## config.mk

```make
export PLATFORM = sky130hd
export DESIGN_NAME = rgb_pixel_point_effects
export DESIGN_NICKNAME = d
export VERILOG_FILES = /design/src/rtl/rppe_pkg.sv /design/src/rtl/rppe_cfg_regs.sv /design/src/rtl/rppe_core.sv /design/src/rtl/rgb_pixel_point_effects.sv
export VERILOG_INCLUDE_DIRS = /design/src /design/src/rtl
export SDC_FILE = /design/constraint.sdc
export NUM_CORES = 1
export LEC_CHECK = 0
export BUFFER_PORTS_ARGS = -buffer_cell sky130_fd_sc_hd__buf_2
export CORE_UTILIZATION = 45
export DETAILED_ROUTE_END_ITERATION = 16
export PLACE_DENSITY_LB_ADDON = 0.05
export REMOVE_ABC_BUFFERS = 1
export SLEW_MARGIN = 15
export SYNTH_ARGS = -nofsm -noshare
export SYNTH_HDL_FRONTEND = slang
export SYNTH_SLANG_ARGS = --single-unit
```

## constraint.sdc

```tcl
create_clock -name clk -period 12.4 [get_ports clk]
set_input_delay 0.62 -clock clk [delete_from_list [all_inputs] [get_ports clk]]
set_output_delay 0.62 -clock clk [all_outputs]
set_load 0.02 [all_outputs]
```

## src/rtl/rgb_pixel_point_effects_defines.svh

```systemverilog
// Assertion macros for the pixel point effects block
`ifndef RGB_PIXEL_POINT_EFFECTS_DEFINES_SVH
`define RGB_PIXEL_POINT_EFFECTS_DEFINES_SVH

`ifndef ASSERT_OFF
`define ASSERT_PROP(lbl, clk, rstn, prop) \
	lbl: assert property (@(posedge clk) disable iff (!rstn) (prop)) \
		else $error("assertion failed: lbl");
`define ASSERT_NEVER(lbl, clk, rstn, cond) \
	lbl: assert property (@(posedge clk) disable iff (!rstn) !(cond)) \
		else $error("assertion failed: lbl");
`else
`define ASSERT_PROP(lbl, clk, rstn, prop)
`define ASSERT_NEVER(lbl, clk, rstn, cond)
`endif

`endif

```

## src/rtl/rppe_pkg.sv

```systemverilog
// Types, constants and arithmetic helpers for the pixel point effects block
`timescale 1ns / 1ps
`default_nettype none

package rppe_pkg;

	localparam logic [2:0] MODE_BRIGHTEN = 3'd0;
	localparam logic [2:0] MODE_DARKEN   = 3'd1;
	localparam logic [2:0] MODE_HOT      = 3'd2;
	localparam logic [2:0] MODE_COOL     = 3'd3;
	localparam logic [2:0] MODE_GRAY     = 3'd4;
	localparam logic [2:0] MODE_CONTRAST = 3'd5;

	localparam logic [2:0] REG_MODE     = 3'd0;
	localparam logic [2:0] REG_BRIGHTEN = 3'd1;
	localparam logic [2:0] REG_DARKEN   = 3'd2;
	localparam logic [2:0] REG_TINT     = 3'd3;
	localparam logic [2:0] REG_GAIN     = 3'd4;

	localparam logic [2:0]  RST_MODE     = MODE_BRIGHTEN;
	localparam logic [7:0]  RST_BRIGHTEN = 8'd30;
	localparam logic [7:0]  RST_DARKEN   = 8'd50;
	localparam logic [7:0]  RST_TINT     = 8'd30;
	localparam logic [11:0] RST_GAIN     = 12'd581;

	localparam logic [9:0] RECIP3 = 10'd683;

	typedef struct packed {
		logic [2:0]  mode;
		logic [7:0]  brighten_step;
		logic [7:0]  darken_step;
		logic [7:0]  tint_step;
		logic [11:0] contrast_gain;
	} cfg_t;

	typedef struct packed {
		logic [7:0] blue;
		logic [7:0] green;
		logic [7:0] red;
	} pixel_t;

	function automatic logic [7:0] sat8(input logic signed [13:0] v);
		logic [7:0] r;
		if (v < 14'sd0) begin
			r = 8'd0;
		end else if (v > 14'sd255) begin
			r = 8'd255;
		end else begin
			r = v[7:0];
		end
		return r;
	endfunction

	function automatic logic [7:0] add_sat(input logic [7:0] c, input logic [7:0] step);
		logic signed [13:0] s;
		s = $signed({6'd0, c}) + $signed({6'd0, step});
		return sat8(s);
	endfunction

	function automatic logic [7:0] sub_sat(input logic [7:0] c, input logic [7:0] step);
		logic signed [13:0] s;
		s = $signed({6'd0, c}) - $signed({6'd0, step});
		return sat8(s);
	endfunction

	function automatic logic [7:0] contrast8(input logic [7:0] c, input logic [11:0] gain);
		logic signed [7:0]  d;
		logic signed [12:0] g;
		logic signed [20:0] p;
		logic signed [13:0] s;
		d = $signed({~c[7], c[6:0]});
		g = $signed({1'b0, gain});
		p = g * d;
		s = $signed({p[20], p[20:8]}) + 14'sd128;
		return sat8(s);
	endfunction

endpackage

`default_nettype wire

```

## src/rtl/rppe_cfg_regs.sv

```systemverilog
// Configuration register file for the pixel point effects block
`timescale 1ns / 1ps
`default_nettype none

module rppe_cfg_regs (
	input  wire logic             clk,
	input  wire logic             arst_n,
	input  wire logic             cfg_valid,
	output logic                  cfg_ready,
	input  wire logic [2:0]       cfg_index,
	input  wire logic [11:0]      cfg_data,
	output rppe_pkg::cfg_t        cfg
);

	rppe_pkg::cfg_t cfg_q;

	assign cfg_ready = 1'b1;
	assign cfg = cfg_q;

	always_ff @(posedge clk or negedge arst_n) begin
		if (!arst_n) begin
			cfg_q.mode          <= rppe_pkg::RST_MODE;
			cfg_q.brighten_step <= rppe_pkg::RST_BRIGHTEN;
			cfg_q.darken_step   <= rppe_pkg::RST_DARKEN;
			cfg_q.tint_step     <= rppe_pkg::RST_TINT;
			cfg_q.contrast_gain <= rppe_pkg::RST_GAIN;
		end else if (cfg_valid && cfg_ready) begin
			case (cfg_index)
				rppe_pkg::REG_MODE:     cfg_q.mode          <= cfg_data[2:0];
				rppe_pkg::REG_BRIGHTEN: cfg_q.brighten_step <= cfg_data[7:0];
				rppe_pkg::REG_DARKEN:   cfg_q.darken_step   <= cfg_data[7:0];
				rppe_pkg::REG_TINT:     cfg_q.tint_step     <= cfg_data[7:0];
				rppe_pkg::REG_GAIN:     cfg_q.contrast_gain <= cfg_data;
				default: ;
			endcase
		end
	end

endmodule

`default_nettype wire

```

## src/rtl/rppe_core.sv

```systemverilog
// Per-pixel effect datapath and result register
`timescale 1ns / 1ps
`default_nettype none

module rppe_core (
	input  wire logic            clk,
	input  wire logic            arst_n,
	input  wire logic            valid_s1,
	input  wire rppe_pkg::pixel_t pix_s1,
	input  wire rppe_pkg::cfg_t  cfg,
	output logic                 valid_s2,
	output rppe_pkg::pixel_t     pix_s2
);

	rppe_pkg::pixel_t res;
	logic [9:0]       sum;
	logic [19:0]      prod;
	logic [7:0]       avg;

	assign sum  = {2'd0, pix_s1.blue} + {2'd0, pix_s1.green} + {2'd0, pix_s1.red};
	assign prod = sum * rppe_pkg::RECIP3;
	assign avg  = prod[18:11];

	always_comb begin
		res = pix_s1;
		case (cfg.mode)
			rppe_pkg::MODE_BRIGHTEN: begin
				res.blue  = rppe_pkg::add_sat(pix_s1.blue,  cfg.brighten_step);
				res.green = rppe_pkg::add_sat(pix_s1.green, cfg.brighten_step);
				res.red   = rppe_pkg::add_sat(pix_s1.red,   cfg.brighten_step);
			end
			rppe_pkg::MODE_DARKEN: begin
				res.blue  = rppe_pkg::sub_sat(pix_s1.blue,  cfg.darken_step);
				res.green = rppe_pkg::sub_sat(pix_s1.green, cfg.darken_step);
				res.red   = rppe_pkg::sub_sat(pix_s1.red,   cfg.darken_step);
			end
			rppe_pkg::MODE_HOT: begin
				res.red = rppe_pkg::add_sat(pix_s1.red, cfg.tint_step);
			end
			rppe_pkg::MODE_COOL: begin
				res.blue = rppe_pkg::add_sat(pix_s1.blue, cfg.tint_step);
			end
			rppe_pkg::MODE_GRAY: begin
				res.blue  = avg;
				res.green = avg;
				res.red   = avg;
			end
			rppe_pkg::MODE_CONTRAST: begin
				res.blue  = rppe_pkg::contrast8(pix_s1.blue,  cfg.contrast_gain);
				res.green = rppe_pkg::contrast8(pix_s1.green, cfg.contrast_gain);
				res.red   = rppe_pkg::contrast8(pix_s1.red,   cfg.contrast_gain);
			end
			default: res = pix_s1;
		endcase
	end

	always_ff @(posedge clk or negedge arst_n) begin
		if (!arst_n) begin
			valid_s2 <= 1'b0;
		end else begin
			valid_s2 <= valid_s1;
		end
	end

	always_ff @(posedge clk) begin
		pix_s2 <= res;
	end

endmodule

`default_nettype wire

```

## src/rtl/rgb_pixel_point_effects.sv

```systemverilog
// Pixel point effects: one BGR pixel per clock through a two-register datapath.
// A pixel is taken on every clock with start high (busy stays low), and its
// result appears on blue_out/green_out/red_out with done high for exactly one
// cycle, after one input register, the effect logic and one result register,
// in that order. Throughput is one pixel per clock; the receiver
// cannot stall the block, so done must be sampled when it is high. Write the
// configuration registers only while no pixel is in flight.
`timescale 1ns / 1ps
`default_nettype none
`include "rgb_pixel_point_effects_defines.svh"

module rgb_pixel_point_effects (
	input  wire logic        clk,
	input  wire logic        arst_n,
	input  wire logic        start,
	output logic             busy,
	input  wire logic [7:0]  blue_in,
	input  wire logic [7:0]  green_in,
	input  wire logic [7:0]  red_in,
	output logic             done,
	output logic [7:0]       blue_out,
	output logic [7:0]       green_out,
	output logic [7:0]       red_out,
	input  wire logic        cfg_valid,
	output logic             cfg_ready,
	input  wire logic [2:0]  cfg_index,
	input  wire logic [11:0] cfg_data
);

	rppe_pkg::cfg_t   cfg;
	rppe_pkg::pixel_t pix_s1;
	rppe_pkg::pixel_t pix_s2;
	logic             valid_s1;
	logic             valid_s2;

	assign busy = 1'b0;

	rppe_cfg_regs u_cfg (
		.clk       (clk),
		.arst_n    (arst_n),
		.cfg_valid (cfg_valid),
		.cfg_ready (cfg_ready),
		.cfg_index (cfg_index),
		.cfg_data  (cfg_data),
		.cfg       (cfg)
	);

	always_ff @(posedge clk or negedge arst_n) begin
		if (!arst_n) begin
			valid_s1 <= 1'b0;
		end else begin
			valid_s1 <= start && !busy;
		end
	end

	always_ff @(posedge clk) begin
		pix_s1.blue  <= blue_in;
		pix_s1.green <= green_in;
		pix_s1.red   <= red_in;
	end

	rppe_core u_core (
		.clk      (clk),
		.arst_n   (arst_n),
		.valid_s1 (valid_s1),
		.pix_s1   (pix_s1),
		.cfg      (cfg),
		.valid_s2 (valid_s2),
		.pix_s2   (pix_s2)
	);

	assign done      = valid_s2;
	assign blue_out  = pix_s2.blue;
	assign green_out = pix_s2.green;
	assign red_out   = pix_s2.red;

	`ASSERT_PROP(a_req_done, clk, arst_n, (start && !busy) |=> ##1 done)
	`ASSERT_PROP(a_no_spurious_done, clk, arst_n, !(start && !busy) |=> ##1 !done)
	`ASSERT_NEVER(a_never_busy, clk, arst_n, busy)
	`ASSERT_PROP(a_gray_equal, clk, arst_n, (done && $past(cfg.mode) == rppe_pkg::MODE_GRAY) |-> (blue_out == green_out && green_out == red_out))

endmodule

`default_nettype wire
```

-- Yosys cells after proc, flatten, opt, wreduce, memory -nomap -nowiden
Cells that the tools add are included.
- multipliers: 4
- magnitude comparators: 22
- add/sub/neg operators: 13
- muxes and demuxes: 25
- reductions and logical operators: 7
- equality and inequality tests: 9
- bitwise operators: 3
- operators by type and width (cell ; number):
    8-bit 2-to-1 mux ; 22
    14-bit by 9-bit > comparator with 1-bit output, second input constant ; 11
    14-bit by 1-bit < comparator with 1-bit output, second input constant ; 11
    8-bit case mux with 5 select lines ; 2
    13-bit by 8-bit multiplier with 21-bit output ; 3
    8-bit by 8-bit adder with 9-bit output ; 6
    13-bit by 9-bit adder with 14-bit output, second input constant ; 3
    8-bit case mux with 4 select lines ; 1
    8-bit by 8-bit subtractor with 9-bit output ; 3
    10-bit by 10-bit multiplier with 19-bit output, second input constant ; 1
    3-bit by 2-bit == test with 1-bit output, second input constant ; 4
    10-bit by 8-bit adder with 10-bit output ; 1
    2-bit AND reduction ; 5
    3-bit == test, second input constant ; 3
    3-bit by 1-bit == test with 1-bit output, second input constant ; 2
    3-bit zero test ; 2
    1-bit inverter ; 3
- output and inout bits: 27
- input bits: 43
- logic and storage cells: 96
- flip-flop bits (word level): 89

-- Logic depth before layout (Yosys ltp)
Gate-level depths: netlist (run 1).
- depth in word-level cells: 7
- depth in mapped cells: 33
- gate-level depth less buffers: 33

-- Modules after synthesis
Synthesis (run 1) repeated with hierarchy kept, for this count alone.
- cells, all modules: 2014
- area, all modules: 17972.2 sq um
- by module, submodules not included (module ; instances ; cells each ; area each (sq um) ; seq. area each (sq um)):
    rppe_core ; 1 ; 1899 ; 15884.0 ; 505.5
    rppe_cfg_regs ; 1 ; 88 ; 1571.5 ; 994.7
    rgb_pixel_point_effects ; 1 ; 27 ; 516.7 ; 505.5

-- Worst setup path after synthesis (run 1)
Ideal clock, no wire load.
- path kind: reg-to-reg
- start point: register, netlist name pix_s1[17]
- end point: register, netlist name u_core.pix_s2[6]
- setup time: 0.125 ns
- setup slack: 5.110 ns
- arrival: 7.165 ns
- buffers on the path: 1
- stages on the path, launching flop included: 33
- required time: 12.275 ns
- clock period less this slack: 7.290 ns
- path through: dfxtp_1 -> clkbuf_1 -> inv_1 -> fa_1 -> xnor2_1 -> ha_1 -> inv_1 -> nor2_1 -> o21ai_0 -> nand2b_1 -> a21o_1 -> a21o_1 -> a21o_1 -> a21oi_1 -> xor2_1 -> ha_1 -> ha_1 -> fa_1 -> fa_1 -> inv_1 -> fa_1 -> inv_1 -> ha_1 -> nand2_1 -> o21ai_0 -> nor3_1 -> a21oi_1 -> a211oi_1 -> nor2_1 -> or3_1 -> and3_1 -> a211oi_1 -> a21oi_1

==> out/metrics.csv, run 1 <==
metric;value;unit
outcome;completed;
Post-Synthesis Cells;2026;
leading area contributor after synthesis;fa_1;
critical path depth in cells;31;
Longest Clk Path Bufs;2;
CTS tree;built;
area of the core;39000;µm²
layout cells sized above 1;9.83;%
worst slew pin tran;1.14;ns
post-route ant nets;0;
post-synth top area share;23.2;%
H-tree levels;3;
Top delay family on crit path;adder cells;
proportion of synthesized chip area in sequential cells;11.2;%
Post-Syn Area per Cell;8.85;µm²
worst min path class;in2reg;
Worst EP arrival;8.54;ns
Vias;14000;
# setup viols final;0;
fin. max-slew vios;0;
synth unique cells;97;
fillcell total;3813;
hold path cells;1;
total track usage;25.4;%
Die Width;202;µm
crit path max fanout;21;
drt total wl;49300;µm
area grow syn2layout;7.03;%
Initial Util;46.0;%
Hold Buf Count CTS;0;
Async SR Flop Fraction;46.1;%
crit path buf inv count;4;
GRT Residual Overflow;0;
min Tclk post-route;8.32;ns
Max Cap Viol;0;
commonest non-fill, non-tap cell in the layout;inv_1;
DRC violations left;0;
RSZ-0062 raised after global routing;false;
Yosys warnings;0;
Synth Cell Area;17900;µm²
setup TNS;0;ns
Reg clk slew, reported paths;0.08;ns
number of global-route vias before repair;14400;
routed len/inst;19.0;µm
Site Rows;72;
DP Wirelength;40000;µm
final worst path period share;67.1;%
CTS root buffer;clkbuf_16;
FF-to-FF path depth;31;
die height;202;µm
total CTS buffers;9;
Crit. End Element;flip-flop;
Area contributors post-synth;fa_1 23%, ha_1 20%, inv_1 6.6%, and2_1 6.3%, dfxtp_1 5.4%;
clock net sink count;89;
Clock Skews;0.0111;ns
Crit path largest cell delay;0.88;ns
crit path max-delay cell type;dfxtp_1;
Via density;5.38;
f_max;0.120;GHz
CP Data Required Time;12.62;ns
crit path launch type;flip-flop;
routability cong.;0.901;
Post-synth top flop;dfxtp_1;
Final nets;2609;
largest net degree at the start of global routing;42;
die area;40700;µm²
Storage cell area;2010;µm²
EDFF count, synth;0;
port bufs;67;
worst skew pair latency;0.37;ns
initial antenna violation count;0;
DRT Pass-1 Iters;5;
CP Class;reg2reg;
post-synthesis register bit count;89;
Max-slew headroom;24.1;%
most frequent cells in the layout;314 x inv_1, 288 x ha_1, 208 x fa_1;
area of the multi-input gates;14500;µm²
Final Hold Viols;0;
num ports;70;
postcts setup bufs;0;
global-route wire length before repair;79500;µm
post-CTS sizing;0;
DRT iter0 DRCs;782;
## routing by layer
| layer | track usage, % | wire length [µm] | vias to the layer above |
|---|---|---|---|
| li1 | - | - | 6794 |
| met1 | 35.7 | 23900 | 6802 |
| met2 | 41.0 | 22100 | 304 |
| met3 | 2.77 | 1990 | 54 |
| met4 | 7.25 | 1290 | 0 |
| met5 | 0 | 0 | - |
## cells in the mapped netlist, drive strengths merged (7+ instances only)
library cell and count:
inv 314, ha 288, fa 208, and2 181, nand2 134, nor2 108, o21ai 91, a21oi 87
xnor2 64, clkbuf 52, dfxtp 48, a21o 43, mux2 33, nor3 28, nor2b 27, xor2 27
dfrtp 26, o21a 22, nand3 19, or2 18, and3 15, dfstp 15, nand2b 11, o211ai 11
o21bai 11, a211oi 10, a31oi 10, buf 9, or3 9, a41oi 7, nand4 7
## state kept, by name, summed over array words and instances (netlist names)
signal / count
u_core.pix_s2: 24
u_cfg.cfg: 39
u_core.valid_s2: 1
valid_s1: 1
pix_s1: 24
## final timing paths
| check | to | slack (ns) | startpoint |
|---|---|---|---|
| max in group asynchronous | u_cfg.cfg[36] | 11.46 | arst_n |
| worst min-delay path | pix_s1[3] | 0.35 | red_in[3] |
| worst max-delay path | u_core.pix_s2[15] | 4.08 | pix_s1[17] |
| worst min register to register | u_core.valid_s2 | 0.37 | valid_s1 |
| worst max register to register | u_core.pix_s2[15] | 4.08 | pix_s1[17] |
| min in group asynchronous | u_cfg.cfg[8] | 0.39 | arst_n |
## kinds of logic (layout without fill, tap and decap cells)
| logic type | count (synthesis) | count (layout) | share of synthesized area, % |
|---|---|---|---|
| compound gates | 353 | 353 | 13.4 |
| xor+xnor | 91 | 91 | 4.44 |
| fa+ha+maj | 496 | 496 | 43.3 |
| buf+inv | 376 | 425 | 8.03 |
| flops | 89 | 89 | 11.2 |
| mux | 37 | 37 | 2.36 |
| other cells | 2 | 5 | 0.0419 |
| simple gates | 582 | 582 | 17.2 |
## worst register-to-register path: cells and delay by family, from the launching register on
kind	cells	cell delay (ns)
buffers and inverters	4	0.32
flip-flops	1	0.88
adder cells (fa/ha/maj)	8	3.24
AND/OR/NAND/NOR	5	0.54
AO/OA/AOI/OAI	11	2.45
XOR/XNOR	3	0.76
## stage by stage
step                instance area [µm²]  std cells  hold slack, ns  worst slack (ns)  util [%]
finish                            19200       2596           0.346              4.08      49.2
global route                      19200       2593           0.339              3.51      49.2
CTS                               19200       2593           0.338              4.10      49.2
detailed placement                18900       2577           0.345              4.11      48.4
global placement                  18900       2577           0.341              4.18      48.4
floorplan                         17700       1965           0.324              5.21         -
## cell type report
| cell class | instances | share of cell area, % |
|---|---|---|
| repair buffers | 94 | 2.80 |
| flip-flops and latches | 89 | 10.4 |
| clock buffers | 10 | 1.19 |
| clock inverters | 6 | 0.502 |
| well taps | 518 | 3.38 |
| multi-input cells | 1561 | 75.5 |
| inverters | 315 | 6.16 |
| diodes | 3 | 0.0391 |
Power of run 1 is left out: the tool's default activity adds up to more than one toggle a clock period on the data nets, which glitch-free logic cannot reach.
==> inputs of run 2 (changes only) <==
==> constraint.sdc (replaced) <==
create_clock -name clk -period 7.9 [get_ports clk]
set_input_delay 0.395 -clock clk [delete_from_list [all_inputs] [get_ports clk]]
set_output_delay 0.395 -clock clk [all_outputs]
set_load 0.02 [all_outputs]
==> out/metrics.csv, run 2 (synthesis gave the netlist of run 1 again) <==
metric;value;unit;change
outcome;completed;;unchanged
# setup viols final;0;;unchanged
Initial Util;46.0;%;unchanged
f_max;0.137;GHz;was 0.120 GHz
routability cong.;0.894;;was 0.901
Crit. End Element;flip-flop;;unchanged
CP most frequent cell;ha_1;;
CP Class;reg2reg;;unchanged
area of the core;39000;µm²;unchanged
Crit path largest cell delay;0.52;ns;was 0.88 ns
Final Hold Viols;0;;unchanged
area grow syn2layout;7.84;%;was 7.03%
Reg clk slew, reported paths;0.08;ns;about the same
port bufs;67;;unchanged
RSZ-0062 raised after global routing;false;;unchanged
Ant. Diodes;0;;was 3
routed len/inst;19.9;µm;was 19.0 µm
DP Wirelength;42500;µm;was 40000 µm
Reg2Reg Launch Point;pix_s1[8];;was pix_s1[17]
GRT Residual Overflow;0;;unchanged
Hold Buf Count CTS;0;;unchanged
worst min path class;in2reg;;unchanged
setup TNS;0;ns;unchanged
worst skew pair latency;0.40;ns;was 0.37 ns
Vias;14100;;was 14000
CTS root buffer;clkbuf_16;;unchanged
commonest non-fill, non-tap cell in the layout;inv_1;;unchanged
final worst path period share;92.7;%;was 67.1%
total track usage;26.7;%;was 25.4%
FF-to-FF path depth;33;;was 31
CTS tree;built;;unchanged
CP Data Required Time;8.14;ns;was 12.62 ns
Max Cap Viol;0;;unchanged
DRT Pass-1 Iters;5;;unchanged
layout cells sized above 1;10.9;%;was 9.83%
hold path cells;1;;unchanged
crit path max fanout;4;;was 21
worst slew pin tran;0.989;ns;was 1.14 ns
initial antenna violation count;4;;was 0
crit path launch type;flip-flop;;unchanged
most frequent cells in the layout;314 x inv_1, 288 x ha_1, 208 x fa_1;;unchanged
Worst EP arrival;7.56;ns;was 8.54 ns
Max-slew headroom;34.0;%;was 24.1%
drt total wl;52000;µm;was 49300 µm
clock net sink count;89;;unchanged
crit path max-delay cell type;fa_1;;was dfxtp_1
Clock Skews;0.0199;ns;was 0.0111 ns
largest net degree at the start of global routing;42;;unchanged
H-tree levels;3;;unchanged
Via density;5.41;;was 5.38
reg-to-reg endpoint;u_core.pix_s2[15];;unchanged
Longest Clk Path Bufs;2;;unchanged
fin. max-slew vios;0;;unchanged
global-route wire length before repair;82100;µm;was 79500 µm
Hold Crit Start;blue_in[7];;was red_in[3]
Final nets;2629;;was 2609
number of global-route vias before repair;14400;;about the same
num ports;70;;unchanged
max reg flops;39;;unchanged
hold path endpoint;pix_s1[23];;was pix_s1[3]
post-route ant nets;0;;unchanged
die height;202;µm;unchanged
DRT iter0 DRCs;698;;was 782
DRC violations left;0;;unchanged
Die Width;202;µm;unchanged
R2R Setup Slk;0.58;ns;was 4.08 ns
Site Rows;72;;unchanged
min Tclk post-route;7.32;ns;was 8.32 ns
die area;40700;µm²;unchanged
total CTS buffers;9;;unchanged
## run 2: cell count changes in the layout (fill, tap and decap cells not counted), moves of 2 or more
cell / delta
diode_2: -3
clkinv_4: +2
clkinv_8: +2
bufinv_16: -2
buf_4: +20
## run 2: worst max-delay path: cells and delay by family (launching register included)
family                     cells  cell delay [ns]
xor gates and xnor gates       3             0.44
AOI/OAI and AO/OA             11             2.04
buffers and inverters          5             0.41
DFF                            1             0.33
adders and majority gates      9             3.23
and+or+nand+nor                5             0.71
## run 2: timing repair
action | 4_1_cts | 5_1_grt
resized for setup | 0 | 4
setup endpoints to repair | 0 | 8
setup buffers | 0 | 2
## run 2: how the worst max path moves through the flow
stage | slack [ns] | from | end
finish | 0.58 | pix_s1[8] | u_core.pix_s2[15]
global route | 0.02 | pix_s1[16] | u_core.pix_s2[15]
CTS | 0.29 | pix_s1[16] | u_core.pix_s2[15]
detailed placement | 0.31 | pix_s1[8] | u_core.pix_s2[15]
global placement | 0.46 | pix_s1[8] | u_core.pix_s2[5]
floorplan | 0.71 | pix_s1[17] | u_core.pix_s2[6]
## run 2: through the flow
step	util, %	cell area [µm²]	instances	setup WS [ns]	hold WS, ns
after detailed placement	48.7	19000	2595	0.309	0.339
after global placement	48.7	19000	2595	0.457	0.345
after floorplan	-	17700	1965	0.711	0.0994
after global routing	49.6	19300	2613	0.0187	0.0849
final	49.6	19300	2613	0.579	0.100
after CTS	49.5	19300	2611	0.290	0.0823
## run 2: final cells by class
| cell class | instances | area, µm² |
|---|---|---|
| timing repair buffer | 114 | 688 |
| sequential | 89 | 2010 |
| inverter | 315 | 1180 |
| multi-input combinational | 1561 | 14500 |
| fill | 3789 | 19700 |
| tap | 518 | 648 |
| clock inverter | 7 | 81.3 |
| clock buffer | 9 | 225 |
## run 2: layer usage
layer  vias to the layer above  global-route usage (%)  routed length, µm
li1                       6838                       -                  -
met1                      6976                    37.5              25000
met2                       281                    42.4              23100
met3                        54                    4.52               2650
met4                         0                    6.63               1190
met5                         -                       0                  0
Power of run 2 is left out for the same reason.
==> inputs of run 3 (changes only) <==
--- a/config.mk
+++ b/config.mk
@@ -7,10 +7,11 @@
 export NUM_CORES = 1
 export LEC_CHECK = 0
 export BUFFER_PORTS_ARGS = -buffer_cell sky130_fd_sc_hd__buf_2
+export CORE_MARGIN = 2
 export CORE_UTILIZATION = 45
 export DETAILED_ROUTE_END_ITERATION = 16
 export PLACE_DENSITY_LB_ADDON = 0.05
-export REMOVE_ABC_BUFFERS = 1
+export SKIP_CTS_REPAIR_TIMING = 1
 export SLEW_MARGIN = 15
 export SYNTH_ARGS = -nofsm -noshare
 export SYNTH_HDL_FRONTEND = slang
==> out/metrics.csv, run 3 (synthesis gave the netlist of run 1 again) <==
metric;value;unit;change
outcome;completed;;unchanged
largest net degree at the start of global routing;42;;unchanged
Placed Cells;2599;;was 2595
die area;41500;µm²;was 40700 µm²
Longest Clk Path Bufs;2;;unchanged
total CTS buffers;9;;unchanged
CP Data Required Time;8.13;ns;was 8.14 ns
layout cells sized above 1;10.8;%;was 10.9%
Die Width;204;µm;was 202 µm
Initial Util;45.4;%;was 46.0%
total track usage;27.3;%;was 26.7%
routed len/inst;20.4;µm;was 19.9 µm
clock net sink count;89;;unchanged
Worst EP arrival;7.54;ns;was 7.56 ns
Vias;14200;;was 14100
critical path endpoint;u_core.pix_s2[15];;unchanged
Worst setup startpoint;pix_s1[16];;was pix_s1[8]
CTS root buffer;clkbuf_16;;unchanged
Mapped Nets;2565;;
max reg flops;39;;unchanged
critical path depth in cells;32;;was 33
Max-slew headroom;28.8;%;was 34.0%
num ports;70;;unchanged
DRT Pass-1 Iters;6;;was 5
CP Class;reg2reg;;unchanged
Crit. End Element;flip-flop;;unchanged
post-route ant nets;0;;unchanged
CP most frequent cell;ha_1;;unchanged
port bufs;67;;unchanged
routability cong.;0.946;;was 0.894
drt total wl;53400;µm;was 52000 µm
worst min path class;in2reg;;unchanged
H-tree levels;3;;unchanged
R2R Setup Slk;0.59;ns;was 0.58 ns
final worst path period share;92.5;%;was 92.7%
DRC violations left;0;;unchanged
Max Cap Viol;0;;unchanged
global-route wire length before repair;85900;µm;was 82100 µm
FF-to-FF path depth;32;;was 33
Final nets;2624;;was 2629
Top delay family on crit path;adder cells;;unchanged
area grow syn2layout;7.74;%;was 7.84%
DRT iter0 DRCs;731;;was 698
commonest non-fill, non-tap cell in the layout;inv_1;;unchanged
Final Hold Viols;0;;unchanged
Via density;5.44;;was 5.41
crit path buf inv count;4;;was 5
min Tclk post-route;7.31;ns;was 7.32 ns
Reg clk slew, reported paths;0.09;ns;was 0.08 ns
Clock Skews;0.0182;ns;was 0.0199 ns
crit path launch type;flip-flop;;unchanged
DP Wirelength;44000;µm;was 42500 µm
initial antenna violation count;1;;was 4
GRT Residual Overflow;0;;unchanged
Site Rows;73;;was 72
# setup viols final;0;;unchanged
die height;204;µm;was 202 µm
CTS tree;built;;unchanged
crit path max-delay cell type;fa_1;;unchanged
Crit path largest cell delay;0.53;ns;was 0.52 ns
fin. max-slew vios;0;;unchanged
worst skew pair latency;0.40;ns;about the same
Non-Filler Instances;2616;;was 2613
area of the core;39500;µm²;was 39000 µm²
Worst Setup Slack, final;0.593;ns;was 0.579 ns
number of global-route vias before repair;15100;;was 14400
Reg2Reg Launch Point;pix_s1[16];;was pix_s1[8]
worst slew pin tran;1.07;ns;was 0.989 ns
crit path max fanout;4;;unchanged
f_max;0.137;GHz;about the same
fillcell total;3897;;was 3789
Place WS;0.318;ns;was 0.309 ns
most frequent cells in the layout;314 x inv_1, 288 x ha_1, 208 x fa_1;;unchanged
reg-to-reg endpoint;u_core.pix_s2[15];;unchanged
## run 3: cell count changes in the layout (fill, tap and decap cells not counted), sizes merged
cell	before	now
buf	114	109
diode	0	1
## run 3: routing by layer
| layer | vias up | GRT usage, % | share of wire (%) |
|---|---|---|---|
| li1 | 6792 | - | - |
| met1 | 7094 | 36.2 | 45 |
| met2 | 287 | 46.6 | 48 |
| met3 | 69 | 3.55 | 3.9 |
| met4 | 0 | 7.74 | 2.6 |
| met5 | - | 0 | 0 |
## run 3: worst min-delay path by stage
stage                           start         endpoint  slack, ns  depth (start not counted)
after floorplan                arst_n    u_cfg.cfg[10]        0.1                          0
after global placement       valid_s1  u_core.valid_s2       0.33                          0
after detailed placement     valid_s1  u_core.valid_s2       0.35                          0
after CTS                 green_in[5]       pix_s1[13]       0.08                          1
after global routing      green_in[5]       pix_s1[13]       0.08                          1
final                           start         valid_s1       0.09                          1
## run 3: per-stage QoR
stage	hold WS [ns]	TNS, ns	util (%)	cell area [µm²]
2_1_floorplan	0.0994	0	-	17900
3_3_place_gp	0.333	0	48.0	19000
3_5_place_dp	0.345	0	48.0	19000
4_1_cts	0.0784	0	48.8	19300
5_1_grt	0.0831	-0.0109	48.9	19300
6_report	0.0948	0	48.9	19300
## run 3: cell type report
type	instances	area, µm²	share of cell area (%)
Clock buffer	9	225	1.17
Timing Repair Buffer	109	651	3.37
Antenna cell	1	2.50	0.0129
Sequential cell	89	2010	10.4
Tap cell	525	657	3.40
Clock inverter	7	83.8	0.434
Inverter	315	1180	6.12
Multi-Input combinational cell	1561	14500	75.1
Power of run 3 is left out for the same reason.
